[src/hw/rtl/nfsp_pkg.sv]
// ----------------------------------------------------------------------------
// Next-fit slot pool package
// Shared widths, operation and life-state codes, and the command and status
// groups that pass between the controller and the datapath.
// ----------------------------------------------------------------------------
package nfsp_pkg;

  // Default pool size; the top level takes it as a parameter.
  localparam int unsigned SLOTS_DEF = 256;

  // Payload widths.
  localparam int unsigned OP_W  = 3;
  localparam int unsigned ID_W  = 8;
  localparam int unsigned CNT_W = 9;

  // Operation codes.
  localparam logic [OP_W-1:0] OP_ALLOC      = 3'd0;
  localparam logic [OP_W-1:0] OP_FREE       = 3'd1;
  localparam logic [OP_W-1:0] OP_ACTIVATE   = 3'd2;
  localparam logic [OP_W-1:0] OP_DEACTIVATE = 3'd3;
  localparam logic [OP_W-1:0] OP_KILL       = 3'd4;
  localparam logic [OP_W-1:0] OP_QUERY      = 3'd5;
  localparam logic [OP_W-1:0] OP_SWEEP      = 3'd6;

  // Life-state codes.
  localparam logic [1:0] LIFE_INACTIVE = 2'd0;
  localparam logic [1:0] LIFE_ALIVE    = 2'd1;
  localparam logic [1:0] LIFE_DEAD     = 2'd2;

  // The freed counter saturates here.
  localparam logic [CNT_W-1:0] COUNT_MAX = 9'd511;

  // Commands from the controller to the datapath.
  typedef struct packed {
    logic capture;     // latch a new word and set up the walk
    logic clear_step;  // write one cleared entry of the slot table
    logic rd_id;       // read the entry addressed by the slot id
    logic walk;        // walk the table: next-fit search or dead sweep
    logic commit;      // apply the operation and load the result word
  } nfsp_cmd_t;

  // Status from the datapath to the controller.
  typedef struct packed {
    logic clear_done;  // every entry has been cleared
    logic walk_end;    // search found a slot or the walk covered the pool
  } nfsp_sts_t;

endpackage

[src/hw/rtl/nfsp_if.sv]
// ----------------------------------------------------------------------------
// Next-fit slot pool channels
// Valid/ready channels for request words and response words.
// ----------------------------------------------------------------------------
interface nfsp_req_if import nfsp_pkg::*; ();
  logic            valid;
  logic            ready;
  logic [OP_W-1:0] operation;
  logic [ID_W-1:0] slot_id;

  modport source (output valid, operation, slot_id, input ready);
  modport sink   (input valid, operation, slot_id, output ready);
endinterface

interface nfsp_rsp_if import nfsp_pkg::*; ();
  logic             valid;
  logic             ready;
  logic [ID_W-1:0]  granted_slot;
  logic             pool_full;
  logic             id_valid;
  logic             slot_dead;
  logic             slot_activated;
  logic [CNT_W-1:0] freed_count;

  modport source (output valid, granted_slot, pool_full, id_valid, slot_dead,
                  slot_activated, freed_count, input ready);
  modport sink   (input valid, granted_slot, pool_full, id_valid, slot_dead,
                  slot_activated, freed_count, output ready);
endinterface

[src/hw/rtl/nfsp_dp.sv]
// ----------------------------------------------------------------------------
// Next-fit slot pool datapath
// Slot table memory, next-fit pointer, walk counters and the result register.
// ----------------------------------------------------------------------------
module nfsp_dp import nfsp_pkg::*; #(
  parameter int unsigned SLOTS = SLOTS_DEF
) (
  input  logic             clk_i,
  input  logic             rst_ni,
  input  nfsp_cmd_t        cmd_i,
  output nfsp_sts_t        sts_o,
  input  logic [OP_W-1:0]  op_i,
  input  logic [ID_W-1:0]  id_i,
  output logic [ID_W-1:0]  granted_slot_o,
  output logic             pool_full_o,
  output logic             id_valid_o,
  output logic             slot_dead_o,
  output logic             slot_activated_o,
  output logic [CNT_W-1:0] freed_count_o
);

  localparam int unsigned AW = (SLOTS > 1) ? $clog2(SLOTS) : 1;
  localparam int unsigned IW = (AW > ID_W) ? AW : ID_W;
  localparam logic [AW:0]   SlotsCnt = (AW + 1)'(SLOTS);
  localparam logic [AW-1:0] LastAddr = AW'(SLOTS - 1);
  localparam logic [IW:0]   SlotsId  = (IW + 1)'(SLOTS);

  typedef struct packed {
    logic       used;
    logic [1:0] life;
  } entry_t;

  function automatic logic [AW-1:0] addr_inc(input logic [AW-1:0] a);
    return (a == LastAddr) ? '0 : a + AW'(1);
  endfunction

  entry_t mem [SLOTS];

  logic [OP_W-1:0]  op_q;
  logic [ID_W-1:0]  id_q;
  logic [AW-1:0]    ptr_q;
  logic [AW-1:0]    walk_addr_q;
  logic [AW:0]      cnt_q;
  logic [AW-1:0]    chk_addr_q;
  logic             chk_vld_q;
  entry_t           rd_data_q;
  logic [CNT_W-1:0] freed_q;

  logic [ID_W-1:0]  granted_q, granted_d;
  logic             full_q, full_d;
  logic             valid_q, valid_d;
  logic             dead_q, dead_d;
  logic             act_q, act_d;
  logic [CNT_W-1:0] count_q, count_d;

  logic [IW-1:0] id_w;
  logic [IW-1:0] chk_w;
  logic [AW-1:0] id_addr;
  logic          id_ok;
  logic          is_alloc;
  logic          found;
  logic          cnt_full;
  logic          walk_done;
  logic          walk_rd;
  logic          clear_wr;
  logic          sweep_hit;
  logic          rd_en;
  logic [AW-1:0] rd_addr;
  logic          wr_en;
  logic [AW-1:0] wr_addr;
  entry_t        wr_data;

  assign id_w      = IW'(id_q);
  assign chk_w     = IW'(chk_addr_q);
  assign id_addr   = id_w[AW-1:0];
  assign id_ok     = ({1'b0, id_w} < SlotsId) && rd_data_q.used;
  assign is_alloc  = (op_q == OP_ALLOC);
  assign found     = chk_vld_q && !rd_data_q.used;
  assign cnt_full  = (cnt_q == SlotsCnt);
  assign walk_done = cnt_full && !chk_vld_q;

  // Reads stream one address a cycle; the search stops issuing once it has a hit.
  assign walk_rd   = cmd_i.walk && !cnt_full && !(is_alloc && found);
  assign clear_wr  = cmd_i.clear_step && !cnt_full;
  assign sweep_hit = cmd_i.walk && !is_alloc && chk_vld_q && rd_data_q.used &&
                     (rd_data_q.life == LIFE_DEAD);

  assign rd_en   = cmd_i.rd_id || walk_rd;
  assign rd_addr = cmd_i.rd_id ? id_addr : walk_addr_q;

  assign sts_o.clear_done = cnt_full;
  assign sts_o.walk_end   = is_alloc ? (found || walk_done) : walk_done;

  always_comb begin
    wr_en   = 1'b0;
    wr_addr = walk_addr_q;
    wr_data = '0;
    if (clear_wr) begin
      wr_en = 1'b1;
    end else if (sweep_hit) begin
      wr_en   = 1'b1;
      wr_addr = chk_addr_q;
      wr_data = '{used: 1'b0, life: rd_data_q.life};
    end else if (cmd_i.commit) begin
      wr_addr = id_addr;
      case (op_q)
        OP_ALLOC: begin
          wr_en   = found;
          wr_addr = chk_addr_q;
          wr_data = '{used: 1'b1, life: LIFE_INACTIVE};
        end
        OP_FREE: begin
          wr_en   = id_ok;
          wr_data = '{used: 1'b0, life: rd_data_q.life};
        end
        OP_ACTIVATE: begin
          wr_en   = id_ok;
          wr_data = '{used: 1'b1, life: LIFE_ALIVE};
        end
        OP_DEACTIVATE: begin
          wr_en   = id_ok;
          wr_data = '{used: 1'b1, life: LIFE_INACTIVE};
        end
        OP_KILL: begin
          wr_en   = id_ok;
          wr_data = '{used: 1'b1, life: LIFE_DEAD};
        end
        default: begin
        end
      endcase
    end
  end

  always_comb begin
    granted_d = '0;
    full_d    = 1'b0;
    valid_d   = 1'b0;
    dead_d    = 1'b0;
    act_d     = 1'b0;
    count_d   = '0;
    case (op_q)
      OP_ALLOC: begin
        if (found) begin
          granted_d = chk_w[ID_W-1:0];
        end else begin
          full_d = 1'b1;
        end
      end
      OP_FREE, OP_ACTIVATE, OP_DEACTIVATE, OP_KILL: begin
        valid_d = id_ok;
      end
      OP_QUERY: begin
        valid_d = id_ok;
        dead_d  = id_ok ? (rd_data_q.life == LIFE_DEAD) : 1'b1;
        act_d   = id_ok && (rd_data_q.life != LIFE_INACTIVE);
      end
      OP_SWEEP: begin
        count_d = freed_q;
      end
      default: begin
      end
    endcase
  end

  always_ff @(posedge clk_i or negedge rst_ni) begin
    if (!rst_ni) begin
      ptr_q       <= '0;
      walk_addr_q <= '0;
      cnt_q       <= '0;
      chk_vld_q   <= 1'b0;
      freed_q     <= '0;
    end else begin
      // A found slot stays flagged while the update waits for the output.
      if (cmd_i.commit) begin
        chk_vld_q <= 1'b0;
      end else if (cmd_i.walk) begin
        chk_vld_q <= walk_rd;
      end
      if (cmd_i.capture) begin
        walk_addr_q <= (op_i == OP_SWEEP) ? '0 : ptr_q;
        cnt_q       <= '0;
        freed_q     <= '0;
      end else if (clear_wr || walk_rd) begin
        walk_addr_q <= addr_inc(walk_addr_q);
        cnt_q       <= cnt_q + (AW + 1)'(1);
      end
      if (sweep_hit && (freed_q != COUNT_MAX)) begin
        freed_q <= freed_q + CNT_W'(1);
      end
      if (cmd_i.commit && is_alloc && found) begin
        ptr_q <= addr_inc(chk_addr_q);
      end
    end
  end

  always_ff @(posedge clk_i) begin
    if (cmd_i.capture) begin
      op_q <= op_i;
      id_q <= id_i;
    end
    if (walk_rd) begin
      chk_addr_q <= walk_addr_q;
    end
    if (cmd_i.commit) begin
      granted_q <= granted_d;
      full_q    <= full_d;
      valid_q   <= valid_d;
      dead_q    <= dead_d;
      act_q     <= act_d;
      count_q   <= count_d;
    end
  end

  // Slot table: one write port, one registered read port.
  always_ff @(posedge clk_i) begin
    if (wr_en) begin
      mem[wr_addr] <= wr_data;
    end
    if (rd_en) begin
      rd_data_q <= mem[rd_addr];
    end
  end

  assign granted_slot_o   = granted_q;
  assign pool_full_o      = full_q;
  assign id_valid_o       = valid_q;
  assign slot_dead_o      = dead_q;
  assign slot_activated_o = act_q;
  assign freed_count_o    = count_q;

endmodule

[src/hw/rtl/nfsp_ctrl.sv]
// ----------------------------------------------------------------------------
// Next-fit slot pool controller
// Sequences table clearing, request words, walks and the response handshake.
// ----------------------------------------------------------------------------
module nfsp_ctrl import nfsp_pkg::*; (
  input  logic            clk_i,
  input  logic            rst_ni,
  input  logic            req_valid_i,
  input  logic [OP_W-1:0] req_op_i,
  output logic            req_ready_o,
  output logic            rsp_valid_o,
  input  logic            rsp_ready_i,
  input  nfsp_sts_t       sts_i,
  output nfsp_cmd_t       cmd_o
);

  localparam logic [2:0] ST_CLEAR = 3'd0;
  localparam logic [2:0] ST_IDLE  = 3'd1;
  localparam logic [2:0] ST_READ  = 3'd2;
  localparam logic [2:0] ST_EXEC  = 3'd3;
  localparam logic [2:0] ST_WALK  = 3'd4;

  logic [2:0] state_q, state_d;
  logic       rsp_valid_q, rsp_valid_d;
  logic       out_free;
  logic       accept;

  assign out_free    = !rsp_valid_q || rsp_ready_i;
  assign req_ready_o = (state_q == ST_IDLE);
  assign accept      = req_valid_i && req_ready_o;

  always_comb begin
    state_d = state_q;
    cmd_o   = '0;
    unique case (state_q)
      ST_CLEAR: begin
        cmd_o.clear_step = 1'b1;
        if (sts_i.clear_done) begin
          state_d = ST_IDLE;
        end
      end
      ST_IDLE: begin
        if (accept) begin
          cmd_o.capture = 1'b1;
          case (req_op_i) inside
            OP_ALLOC, OP_SWEEP: state_d = ST_WALK;
            OP_FREE, OP_ACTIVATE, OP_DEACTIVATE, OP_KILL, OP_QUERY:
              state_d = ST_READ;
            default: state_d = ST_EXEC;
          endcase
        end
      end
      ST_READ: begin
        cmd_o.rd_id = 1'b1;
        state_d     = ST_EXEC;
      end
      ST_EXEC: begin
        if (out_free) begin
          cmd_o.commit = 1'b1;
          state_d      = ST_IDLE;
        end
      end
      ST_WALK: begin
        if (!sts_i.walk_end) begin
          cmd_o.walk = 1'b1;
        end else if (out_free) begin
          cmd_o.commit = 1'b1;
          state_d      = ST_IDLE;
        end
      end
      default: begin
        state_d = ST_IDLE;
      end
    endcase
  end

  always_comb begin
    rsp_valid_d = rsp_valid_q;
    if (cmd_o.commit) begin
      rsp_valid_d = 1'b1;
    end else if (rsp_ready_i) begin
      rsp_valid_d = 1'b0;
    end
  end

  always_ff @(posedge clk_i or negedge rst_ni) begin
    if (!rst_ni) begin
      state_q     <= ST_CLEAR;
      rsp_valid_q <= 1'b0;
    end else begin
      state_q     <= state_d;
      rsp_valid_q <= rsp_valid_d;
    end
  end

  assign rsp_valid_o = rsp_valid_q;

endmodule

[src/hw/rtl/next_fit_slot_pool_top.sv]
// Free, activate, deactivate, kill and query read the table entry of their id,
// then update it and load the response word into the output register.
// Allocate walks the table from the next-fit pointer until it meets a free
// slot or has covered the whole pool; sweep walks every entry of the pool.
// Words run one at a time, walking one table entry a cycle.
// After reset a clearing pass over every entry runs before the first word.
// ----------------------------------------------------------------------------
// Next-fit slot pool
// A fixed pool of slots, each with a used bit and a life state, handed out by
// a next-fit search from a rotating pointer.
// ----------------------------------------------------------------------------
module next_fit_slot_pool_top import nfsp_pkg::*; #(
  parameter int unsigned SLOTS = SLOTS_DEF
) (
  input  logic       clk_i,
  input  logic       rst_ni,
  nfsp_req_if.sink   req_i,
  nfsp_rsp_if.source rsp_o
);

  // The controller owns the handshakes and the sequencing; the datapath owns
  // the slot table, the pointer, the walk counters and the response payload.
  // A request word is taken only in the idle state, but a finished response
  // may still be waiting in the output register at that time: the next word
  // then runs up to its update and waits there for the register to drain.

  nfsp_cmd_t cmd;
  nfsp_sts_t sts;

  nfsp_ctrl u_ctrl (
    .clk_i       (clk_i),
    .rst_ni      (rst_ni),
    .req_valid_i (req_i.valid),
    .req_op_i    (req_i.operation),
    .req_ready_o (req_i.ready),
    .rsp_valid_o (rsp_o.valid),
    .rsp_ready_i (rsp_o.ready),
    .sts_i       (sts),
    .cmd_o       (cmd)
  );

  // The table holds a used bit and a life state per slot. Reset clears the
  // used bits through the clearing pass; life states are written whenever a
  // slot is handed out, so a slot's life state is never read before it is set.
  nfsp_dp #(
    .SLOTS (SLOTS)
  ) u_dp (
    .clk_i            (clk_i),
    .rst_ni           (rst_ni),
    .cmd_i            (cmd),
    .sts_o            (sts),
    .op_i             (req_i.operation),
    .id_i             (req_i.slot_id),
    .granted_slot_o   (rsp_o.granted_slot),
    .pool_full_o      (rsp_o.pool_full),
    .id_valid_o       (rsp_o.id_valid),
    .slot_dead_o      (rsp_o.slot_dead),
    .slot_activated_o (rsp_o.slot_activated),
    .freed_count_o    (rsp_o.freed_count)
  );

endmodule

[src/flat_wrapper.sv]
// flat-port wrapper written by rule: the top's interface ports become plain ports
module next_fit_slot_pool_top_flat import nfsp_pkg::*;
#(
  parameter int unsigned SLOTS = SLOTS_DEF
)
  (clk_i, rst_ni, req_i_valid, req_i_operation, req_i_slot_id, req_i_ready, rsp_o_valid, rsp_o_granted_slot, rsp_o_pool_full, rsp_o_id_valid, rsp_o_slot_dead, rsp_o_slot_activated, rsp_o_freed_count, rsp_o_ready);
  nfsp_req_if req_i_i ();
  nfsp_rsp_if rsp_o_i ();
  input  logic clk_i;
  input  logic rst_ni;
  input wire logic [$bits(req_i_i.valid)-1:0] req_i_valid;
  input wire logic [$bits(req_i_i.operation)-1:0] req_i_operation;
  input wire logic [$bits(req_i_i.slot_id)-1:0] req_i_slot_id;
  output wire logic [$bits(req_i_i.ready)-1:0] req_i_ready;
  output wire logic [$bits(rsp_o_i.valid)-1:0] rsp_o_valid;
  output wire logic [$bits(rsp_o_i.granted_slot)-1:0] rsp_o_granted_slot;
  output wire logic [$bits(rsp_o_i.pool_full)-1:0] rsp_o_pool_full;
  output wire logic [$bits(rsp_o_i.id_valid)-1:0] rsp_o_id_valid;
  output wire logic [$bits(rsp_o_i.slot_dead)-1:0] rsp_o_slot_dead;
  output wire logic [$bits(rsp_o_i.slot_activated)-1:0] rsp_o_slot_activated;
  output wire logic [$bits(rsp_o_i.freed_count)-1:0] rsp_o_freed_count;
  input wire logic [$bits(rsp_o_i.ready)-1:0] rsp_o_ready;
  assign req_i_i.valid = req_i_valid;
  assign req_i_i.operation = req_i_operation;
  assign req_i_i.slot_id = req_i_slot_id;
  assign req_i_ready = req_i_i.ready;
  assign rsp_o_valid = rsp_o_i.valid;
  assign rsp_o_granted_slot = rsp_o_i.granted_slot;
  assign rsp_o_pool_full = rsp_o_i.pool_full;
  assign rsp_o_id_valid = rsp_o_i.id_valid;
  assign rsp_o_slot_dead = rsp_o_i.slot_dead;
  assign rsp_o_slot_activated = rsp_o_i.slot_activated;
  assign rsp_o_freed_count = rsp_o_i.freed_count;
  assign rsp_o_i.ready = rsp_o_ready;
  next_fit_slot_pool_top #(.SLOTS(SLOTS)) u_core (.clk_i(clk_i), .rst_ni(rst_ni), .req_i(req_i_i), .rsp_o(rsp_o_i));
endmodule
[config.mk]
export PLATFORM = sky130hd
export DESIGN_NAME = next_fit_slot_pool_top_flat
export DESIGN_NICKNAME = d
export VERILOG_FILES = /design/src/hw/rtl/nfsp_pkg.sv /design/src/hw/rtl/nfsp_if.sv /design/src/hw/rtl/nfsp_dp.sv /design/src/hw/rtl/nfsp_ctrl.sv /design/src/hw/rtl/next_fit_slot_pool_top.sv /design/src/flat_wrapper.sv
export SDC_FILE = /design/constraint.sdc
export NUM_CORES = 1
export LEC_CHECK = 0
export BUFFER_PORTS_ARGS = -buffer_cell sky130_fd_sc_hd__clkbuf_2
export CAP_MARGIN = 20
export CELL_PAD_IN_SITES_DETAIL_PLACEMENT = 1
export CELL_PAD_IN_SITES_GLOBAL_PLACEMENT = 1
export CORE_AREA = 2 2 259 324
export CTS_BUF_LIST = sky130_fd_sc_hd__clkbuf_8
export CTS_CLUSTER_SIZE = 28
export DETAILED_ROUTE_END_ITERATION = 8
export DIE_AREA = 0 0 261 326
export PLACE_DENSITY_LB_ADDON = 0.1
export SLEW_MARGIN = 20
export SYNTH_ARGS = -nofsm -noshare
export SYNTH_HDL_FRONTEND = slang
export SYNTH_SLANG_ARGS = --single-unit
[constraint.sdc]
create_clock -name clk_i -period 18.87 [get_ports clk_i]
set_clock_uncertainty 0.05 [all_clocks]
set_input_delay 1.887 -clock clk_i [delete_from_list [all_inputs] [get_ports clk_i]]
set_output_delay 1.887 -clock clk_i [all_outputs]
set_load 0.005 [all_outputs]
* Yosys cells after proc, flatten, opt, wreduce, memory -nomap -nowiden
Memories as Yosys holds them, arrays and structs flattened. A register that Yosys moved wholly into a read port is not among the register bits.
Index checks and enable logic that the tools add are counted.
** Word-level totals
- Register bits after elaboration :: 79
- Output and inout port bits :: 23
- Bits in writable memories :: 768
- Input port bits :: 15
- Logic and storage cells :: 132
- Memories :: 1
** Memory list
- u_core.u_dp.mem :: depth 256, bits a word 3, rd ports 1, clocked after memory_dff 1, wr ports 1, line nfsp_dp.sv:37 : entry_t mem [SLOTS];
** Operators by class
- Eq/ne operators :: 24
- Muxes and demuxes :: 47
- Reductions and logical operators :: 40
- Add/subtract/negate cells :: 4
** Operators by type and width (count)
- two-way mux 8 bit :: 10
- two-way mux 9 bit :: 4
- two-way mux 3 bit :: 8
- == test 3 bit, second input constant :: 7
- two-way mux 1 bit :: 21
- adder 9 x 1 -> 9 bit, second input constant :: 2
- == test 3 x 2 -> 1 bit, second input constant :: 6
- adder 8 x 1 -> 8 bit, second input constant :: 2
- == test 8 bit, second input constant :: 2
- logical AND 1 bit :: 15
- one-hot mux 3 bit (5 select lines) :: 1
- one-hot mux 3 bit (4 select lines) :: 1
- nonzero test 2 bit :: 5
- OR reduction 5 bit :: 2
- == test 3 x 1 -> 1 bit, second input constant :: 3
- == test 9 bit, second input constant :: 1
- logical NOT 3 bit :: 3
- inequality test 9 bit, second input constant :: 1
- logical NOT 1 bit :: 6
- logical OR 1 bit :: 4
- inequality test 2 bit, second input constant :: 2
- one-hot mux 1 bit (2 select lines) :: 2
- OR reduction 2 bit :: 2
- OR reduction 4 bit :: 1
- other kinds (4) :: 4

* Depth between registers and ports, before layout
Gate-level depths: netlist (run 1).
- Depth after elaboration :: 14
- Mapped depth :: 14

* Modules after synthesis
From an unflattened synthesis (run 1), not the netlist that was laid out.
** Second synthesis, totals
- Cell total of the unflattened synthesis :: 2691
- Area, all modules :: 35756.8 µm²
** By module, submodules not included
- nfsp_dp :: area an instance 35480.3 µm², times used 1, sequential area each 25229.2 µm², cells each 2658
- nfsp_ctrl :: area an instance 276.5 µm², times used 1, sequential area each 100.1 µm², cells each 33

* Worst setup path after synthesis (run 1)
No wires, ideal clock.
- Kind :: input port to flip-flop
- Start point :: in rsp_o_ready
- End point :: mem u_core.u_dp.mem[0][1] (netlist bit) (data pin)
- Buffers on the path :: 1
- Data required time :: 16589 ps
- Setup time :: 2231 ps
- Slack :: 3655 ps
- Arrival time :: 12934 ps
- Stages on the path :: 5
- Cells stage by stage :: nand2b_1 -> a21bo_1 -> a31o_1 -> buf_4 -> o31ai_1
** RTL lines
- from (decl) :: line flat_wrapper.sv:22 : input wire logic [$bits(rsp_o_i.ready)-1:0] rsp_o_ready;
- to (decl) :: line nfsp_dp.sv:37

==> flow_metrics.env, run 1 <==
export IMPL_multi_input_area_um2=9630
export IMPL_tritoncts="yes"
export IMPL_rsz0062_at_grt="false"
export IMPL_postSynthAreaPerCell_um2=12.4
export IMPL_max_freq_mhz=175
export IMPL_viasPerCell=5.88
export IMPL_rows=118
export IMPL_gp_congestion=0.894
export IMPL_use_met3_pct=4.44
export IMPL_critical_path_top_delay_family="simple AND/OR/NAND/NOR gates"
export IMPL_die_area_um2=85100
export IMPL_grt_start_max_net_pins=186
export IMPL_final_common_cell="edfxtp_1"
export IMPL_start_kind="input pin"
export IMPL_finalPower_mw=6.22
export IMPL_fillerInstances=8530
export IMPL_cp_data_arrival_time_ns=6.10
export IMPL_cts_hold_buf=0
export IMPL_clk_path_buf_depth=3
export IMPL_area_delta_synth_final_pct=10.8
export IMPL_p_per_area_nw_per_um2=157
export IMPL_crit_path_max_fanout=30
export IMPL_grt_usage_pct=27.5
export IMPL_antenna_found_initial=4
export IMPL_hold_slack_ns=0.435
export IMPL_die_h_um=326
export IMPL_crit_chain="clkbuf_2 -> nand2b_1 -> a21bo_1 -> a31o_1 -> clkinv_4 -> a21oi_4 -> a2bb2oi_2 -> nand2b_1 -> nand3b_1 -> nor2_1"
export IMPL_met2_usage_pct=48.0
export IMPL_drt_iter0_markers=1698
export IMPL_overflow=0
export IMPL_slew_headroom_pct=18.1
export IMPL_fin_util_pct=48.1
export IMPL_pin_count=38
export IMPL_post_cts_buffers=0
export IMPL_syn_nets=2909
export IMPL_clkTransAtPathRegs_ns=0.06
export IMPL_synth_ff_latch_count=850
export IMPL_fin_nets=2941
export IMPL_die_w_um=261
export IMPL_slew_violations=0
export IMPL_vdd_drop_max_uv=176
export IMPL_syn_instance_count=2888
export IMPL_synth_top_cell_by_area="edfxtp_1"
export IMPL_htree_levels=4
export IMPL_wirelength_um=116000
export IMPL_cp_slowest_cell="nand3b_1"
export IMPL_grt_pass1_wl_um=170000
export IMPL_ant_nets=0
export IMPL_stdcell_count=4112
export IMPL_setup_violations=0
export IMPL_cts_inserted_buffers=141
export IMPL_register_area_um2=25300
export IMPL_yosysWarnings=0
export IMPL_synth_top_area_share_pct=68.0
export IMPL_vias=24200
export IMPL_root_buffer="clkbuf_8"
export IMPL_start_util_pct=43.4
export IMPL_layout_min_cycle_time_ns=5.70
export IMPL_synth_area_um2=35800
export IMPL_dp_hpwl_um=72500
export IMPL_cp_end_kind="flip-flop"
export IMPL_synth_edf_count=811
export IMPL_status="complete, no violations"
export IMPL_synthTopCellsByArea="edfxtp_1, nand2_1, nor2_1"
export IMPL_cp_required_ns=19.26
export IMPL_hold_viol_final=0
export IMPL_slowest_delay_ns=1.08
export IMPL_grt_pass1_vias=25600
export IMPL_met1_usage_pct=33.2
export IMPL_tightest_slew_ns=1.23
export IMPL_cp_num_buf_inv=2
export IMPL_crit_path_frequent_cell="nand2b_1"
export IMPL_layout_common_cells="edfxtp_1, nand2_1, nor2_1"
export IMPL_ctsResizeCount=0
export IMPL_maxCapViolCount=0
export IMPL_design_core_area_um2=82400
export IMPL_hold_path_class="reg2reg"
export IMPL_clkSinkCount=850
export IMPL_fin_crit_sh_pct=30.2
export IMPL_wl_per_cell_um=28.3
export IMPL_async_flop_share_pct=4.59
export IMPL_tns_ns=0
export IMPL_synth_flop_cell="edfxtp_1"
export IMPL_synthDistinctLibCells=70
export IMPL_remaining_drc_errors=0
export IMPL_drive_above_1_share_pct=10.1
export IMPL_clk_insertion_delay_late_ns=0.81
export IMPL_grt_busiest_layer="met2"
export IMPL_crit_type="in2reg"
export IMPL_yosysSeqAreaShare_pct=70.8
export IMPL_dr_pass1_iters=5
export IMPL_place_inst=3857
export IMPL_io_buffer_count=37
export IMPL_p_leak_nw=13.6
[Yosys cell counts, drive strengths merged, types with 7 or more instances]
cell type    n
edfxtp     811
nand2      579
nor2       290
a21oi      149
nand3      148
clkbuf     105
buf         90
mux2i       75
a31oi       60
o21ai       55
nor3        52
nand4       45
a211oi      44
dfrtp       39
a22oi       35
inv         31
a221oi      23
and3        23
o22ai       23
nor2b       19
and2        18
nand3b      16
a32oi       15
o211ai      14
nand2b      13
nor4        11
mux2         9
xor2         9
a21o         7
a2bb2oi      7
o2111ai      7
[power breakdown]
group	switching (mW)	total, mW	internal (mW)
registers	0.0694	2.21	2.14
clock network	0.743	1.53	0.787
logic	1.86	2.48	0.622
total	2.67	6.22	3.55
[worst paths after layout]
| kind | start | to | slack [ns] | depth (start not counted) |
|---|---|---|---|---|
| hold reg to reg | u_core.u_dp.ptr_q[1]$_DFFE_PN0P_ | u_core.u_dp.walk_addr_q[1]$_DFFE_PN0P_ | 0.44 | 2 |
| setup reg to reg | u_core.u_dp.id_addr[1]$_DFFE_PP_ | u_core.u_dp.rd_data_q[0]$_DFFE_PP_ | 13.33 | 10 |
| setup / recovery | rsp_o_ready | u_core.u_dp.mem[217][2]$_DFFE_PP_ | 13.17 | 10 |
| min in group asynchronous | rst_ni | u_core.u_ctrl.rsp_valid_o$_DFFE_PN0P_ | 1.16 | 1 |
| hold / removal | u_core.u_dp.ptr_q[1]$_DFFE_PN0P_ | u_core.u_dp.walk_addr_q[1]$_DFFE_PN0P_ | 0.44 | 2 |
| max in group asynchronous | rst_ni | u_core.u_dp.cnt_q[4]$_DFFE_PN0P_ | 16.98 | 1 |
[metal layers]
layer | part of all wire, % | wire length, um | up-vias
met5 | 0 | 0 | -
li1 | - | - | 10700
met4 | 4.8 | 5550 | 0
met2 | 51 | 59800 | 699
met1 | 39 | 45600 | 12500
met3 | 4.6 | 5330 | 229
[layout make-up]
cell class,instances,area share (%)
Sequential cell,850,63.9
Multi-Input combinational cell,1810,24.3
Clock buffer,146,5.07
Tap cell,1080,3.41
Timing Repair Buffer,84,1.51
Clock inverter,108,1.49
Inverter,33,0.325
Antenna cell,1,0.00631
[worst min-delay path: cells and delay by family, from the launching register on]
family	cells	cell delay (ns)
DFF	1	0.34
and+or+nand+nor	2	0.11
[cell families (layout without fill, tap and decap cells)]
| kind of cell | count (synthesis) | in the layout | synth area share, % |
|---|---|---|---|
| AO/OA/AOI/OAI | 469 | 469 | 8.58 |
| XOR/XNOR | 13 | 13 | 0.318 |
| adder cells (fa/ha/maj) | 6 | 6 | 0.210 |
| buffers and inverters | 228 | 371 | 2.66 |
| flip-flops | 850 | 850 | 70.8 |
| multiplexers | 84 | 84 | 2.38 |
| other | 0 | 1 | 0 |
| AND/OR/NAND/NOR | 1238 | 1238 | 15.1 |
[metrics by stage]
step	cell area, um2	setup slack, ns
after floorplan	35800	3.66
after global placement	37000	12.64
after detailed placement	37000	12.44
after CTS	39600	13.29
after global routing	39600	12.91
final	39600	13.17
[registers in the layout, indices dropped and copies added (netlist names), 2 cells and up]
signal,count
u_core.u_dp.op_q,3
u_core.u_dp.freed_q,9
u_core.u_dp.mem,768
u_core.u_dp.chk_addr_q,8
u_core.u_dp.cnt_q,9
u_core.u_dp.freed_count_o,9
u_core.u_dp.walk_addr_q,8
u_core.u_ctrl.state_q,3
u_core.u_dp.ptr_q,8
u_core.u_dp.id_addr,8
u_core.u_dp.granted_slot_o,8
u_core.u_dp.rd_data_q,2
No activity file was read; power rests on OpenSTA's default activity.
==> run 2: changes to the inputs <==
clock period = 5.2 ns   (was 18.87 ns; I/O delays follow)
==> run 2 against run 1 <==
Cell area is 1.5% higher. Clock power grew to 3.5 times the previous value. Global-route usage is 0.56 points higher. Utilization is 0.73 points higher. Non-clock buffer count is 66 higher. Highest routed layer unchanged. Largest cell class unchanged. Critical endpoint is now u_core.u_dp.rd_data_q[0]$_DFFE_PP_. Register-to-register slack worse by 13 ns. Die area stayed put. Sequential share of layout area is 0.96 points lower.
==> flow_metrics.env, run 2 (synthesis results as in run 1) <==
export IMPL_status="complete, no violations"
export IMPL_crit_type="reg2reg"
export IMPL_crit_path_frequent_cell="nor4_1"
export IMPL_grt_usage_pct=28.1
export IMPL_drt_iter0_markers=2179
export IMPL_largest_register="u_core.u_dp.mem"
export IMPL_finalPower_mw=22.9
export IMPL_cts_inserted_buffers=138
export IMPL_setup_violations=0
export IMPL_grt_start_max_net_pins=109
export IMPL_remaining_drc_errors=0
export IMPL_p_per_area_nw_per_um2=570
export IMPL_slew_headroom_pct=23.8
export IMPL_tns_ns=0
export IMPL_max_freq_mhz=197
export IMPL_slew_violations=0
export IMPL_pin_count=38
export IMPL_vias=24700
export IMPL_fin_crit_sh_pct=97.7
export IMPL_rsz0062_at_grt="false"
export IMPL_io_buffer_count=37
export IMPL_maxCapViolCount=0
export IMPL_fin_nets=3004
export IMPL_worstHoldPathCells=4
export IMPL_final_common_cell="edfxtp_1"
export IMPL_start_util_pct=43.4
export IMPL_antenna_found_initial=1
export IMPL_layout_min_cycle_time_ns=5.08
export IMPL_slowest_delay_ns=0.92
export IMPL_clkSinkCount=850
export IMPL_r2r_cells=9
export IMPL_clkTransAtPathRegs_ns=0.07
export IMPL_ctsResizeCount=0
export IMPL_area_delta_synth_final_pct=12.5
export IMPL_stdcell_count=4171
export IMPL_path_depth=9
export IMPL_vdd_drop_max_uv=418
export IMPL_dp_hpwl_um=77000
export IMPL_wl_per_cell_um=28.6
export IMPL_fin_util_pct=48.9
export IMPL_crit_chain="or3b_2 -> buf_4 -> a21o_4 -> a221oi_1 -> a2111oi_0 -> a31oi_1 -> o21ai_0 -> nor4_1 -> nor4_1"
export IMPL_dr_pass1_iters=5
export IMPL_placed_area_um2=37600
export IMPL_wirelength_um=119000
export IMPL_cp_data_arrival_time_ns=5.54
export IMPL_clk_insertion_delay_late_ns=0.83
export IMPL_grt_pass1_vias=25900
export IMPL_p_leak_nw=13.9
export IMPL_crit_path_max_fanout=59
export IMPL_layout_common_cells="edfxtp_1, nand2_1, nor2_1"
export IMPL_tightest_slew_ns=1.14
export IMPL_tritoncts="yes"
export IMPL_viasPerCell=5.92
export IMPL_htree_levels=4
export IMPL_overflow=0
export IMPL_cp_num_buf_inv=1
export IMPL_largest_register_ffs=768
export IMPL_cp_end_kind="flip-flop"
export IMPL_root_buffer="clkbuf_8"
export IMPL_ant_nets=0
export IMPL_critical_path_top_delay_family="compound AO/OA/AOI/OAI gates"
export IMPL_hold_viol_final=0
export IMPL_rows=118
export IMPL_drive_above_1_share_pct=11.4
export IMPL_design_core_area_um2=82400
export IMPL_grt_pass1_wl_um=173000
export IMPL_die_w_um=261
export IMPL_die_area_um2=85100
export IMPL_postLayoutCellArea_um2=40300
export IMPL_die_h_um=326
export IMPL_clk_path_buf_depth=3
export IMPL_gp_congestion=0.888
export IMPL_hold_path_class="in2reg"
export IMPL_start_kind="flip-flop"
export IMPL_cp_required_ns=5.66
export IMPL_cp_slowest_cell="nor4_1"
export IMPL_place_inst=3910
## run 2: worst register-to-register path, stage by stage, from the launching register on
cell and delay [ns]:
dfrtp_1 0.52, or3b_2 0.65, buf_4 0.27, a21o_4 0.55, a221oi_1 0.47, a2111oi_0 0.15, a31oi_1 0.51, o21ai_0 0.41
nor4_1 0.92, nor4_1 0.27
## run 2: final timing paths
| kind | endpoint | startpoint | slack, ns |
|---|---|---|---|
| hold reg to reg | u_core.u_dp.walk_addr_q[1]$_DFFE_PN0P_ | u_core.u_dp.ptr_q[1]$_DFFE_PN0P_ | 0.43 |
| setup / recovery | u_core.u_dp.rd_data_q[0]$_DFFE_PP_ | u_core.u_ctrl.state_q[0]$_DFFE_PN0P_ | 0.12 |
| max in group asynchronous | u_core.u_dp.freed_q[3]$_DFFE_PN0P_ | rst_ni | 4.07 |
| min in group asynchronous | u_core.u_dp.ptr_q[0]$_DFFE_PN0P_ | rst_ni | 0.40 |
| setup reg to reg | u_core.u_dp.rd_data_q[0]$_DFFE_PP_ | u_core.u_ctrl.state_q[0]$_DFFE_PN0P_ | 0.12 |
| hold / removal | u_core.u_ctrl.state_q[0]$_DFFE_PN0P_ | req_i_valid | 0.18 |
## run 2: repair_timing
item                                   CTS  global route
buffers inserted                         0             0
endpoints found under the hold margin   51             0
hold buffers                            13             0
## run 2: through the flow
stage | hold slack [ns] | setup WS (ns)
final | 0.184 | 0.122
after global placement | 0.423 | 0.234
after global routing | 0.234 | 0.0219
after CTS | 0.124 | 0.267
after floorplan | 0.174 | -0.555
after detailed placement | 0.428 | 0.267
## run 2: metal layers
metal	vias up	share of wire, %	track usage [%]
met5	-	0	0
met4	0	4.6	12.5
met3	259	5.3	4.58
met2	808	50	48.2
met1	12700	40	34.8
li1	10900	-	-
## run 2: power breakdown
part	switching (mW)	leakage, nW	internal (mW)
logic	6.95	4.47	2.57
registers	0.242	8.00	7.76
clock network	2.75	1.39	2.66
## run 2: area by class of cell
type	count	area (um2)
timing repair buffer	150	1300
fill	8469	42100
inverter	33	129
tap	1080	1350
multi-input combinational	1810	9660
antenna	2	5.00
clock inverter	107	568
sequential	850	25300
clock buffer	139	1910
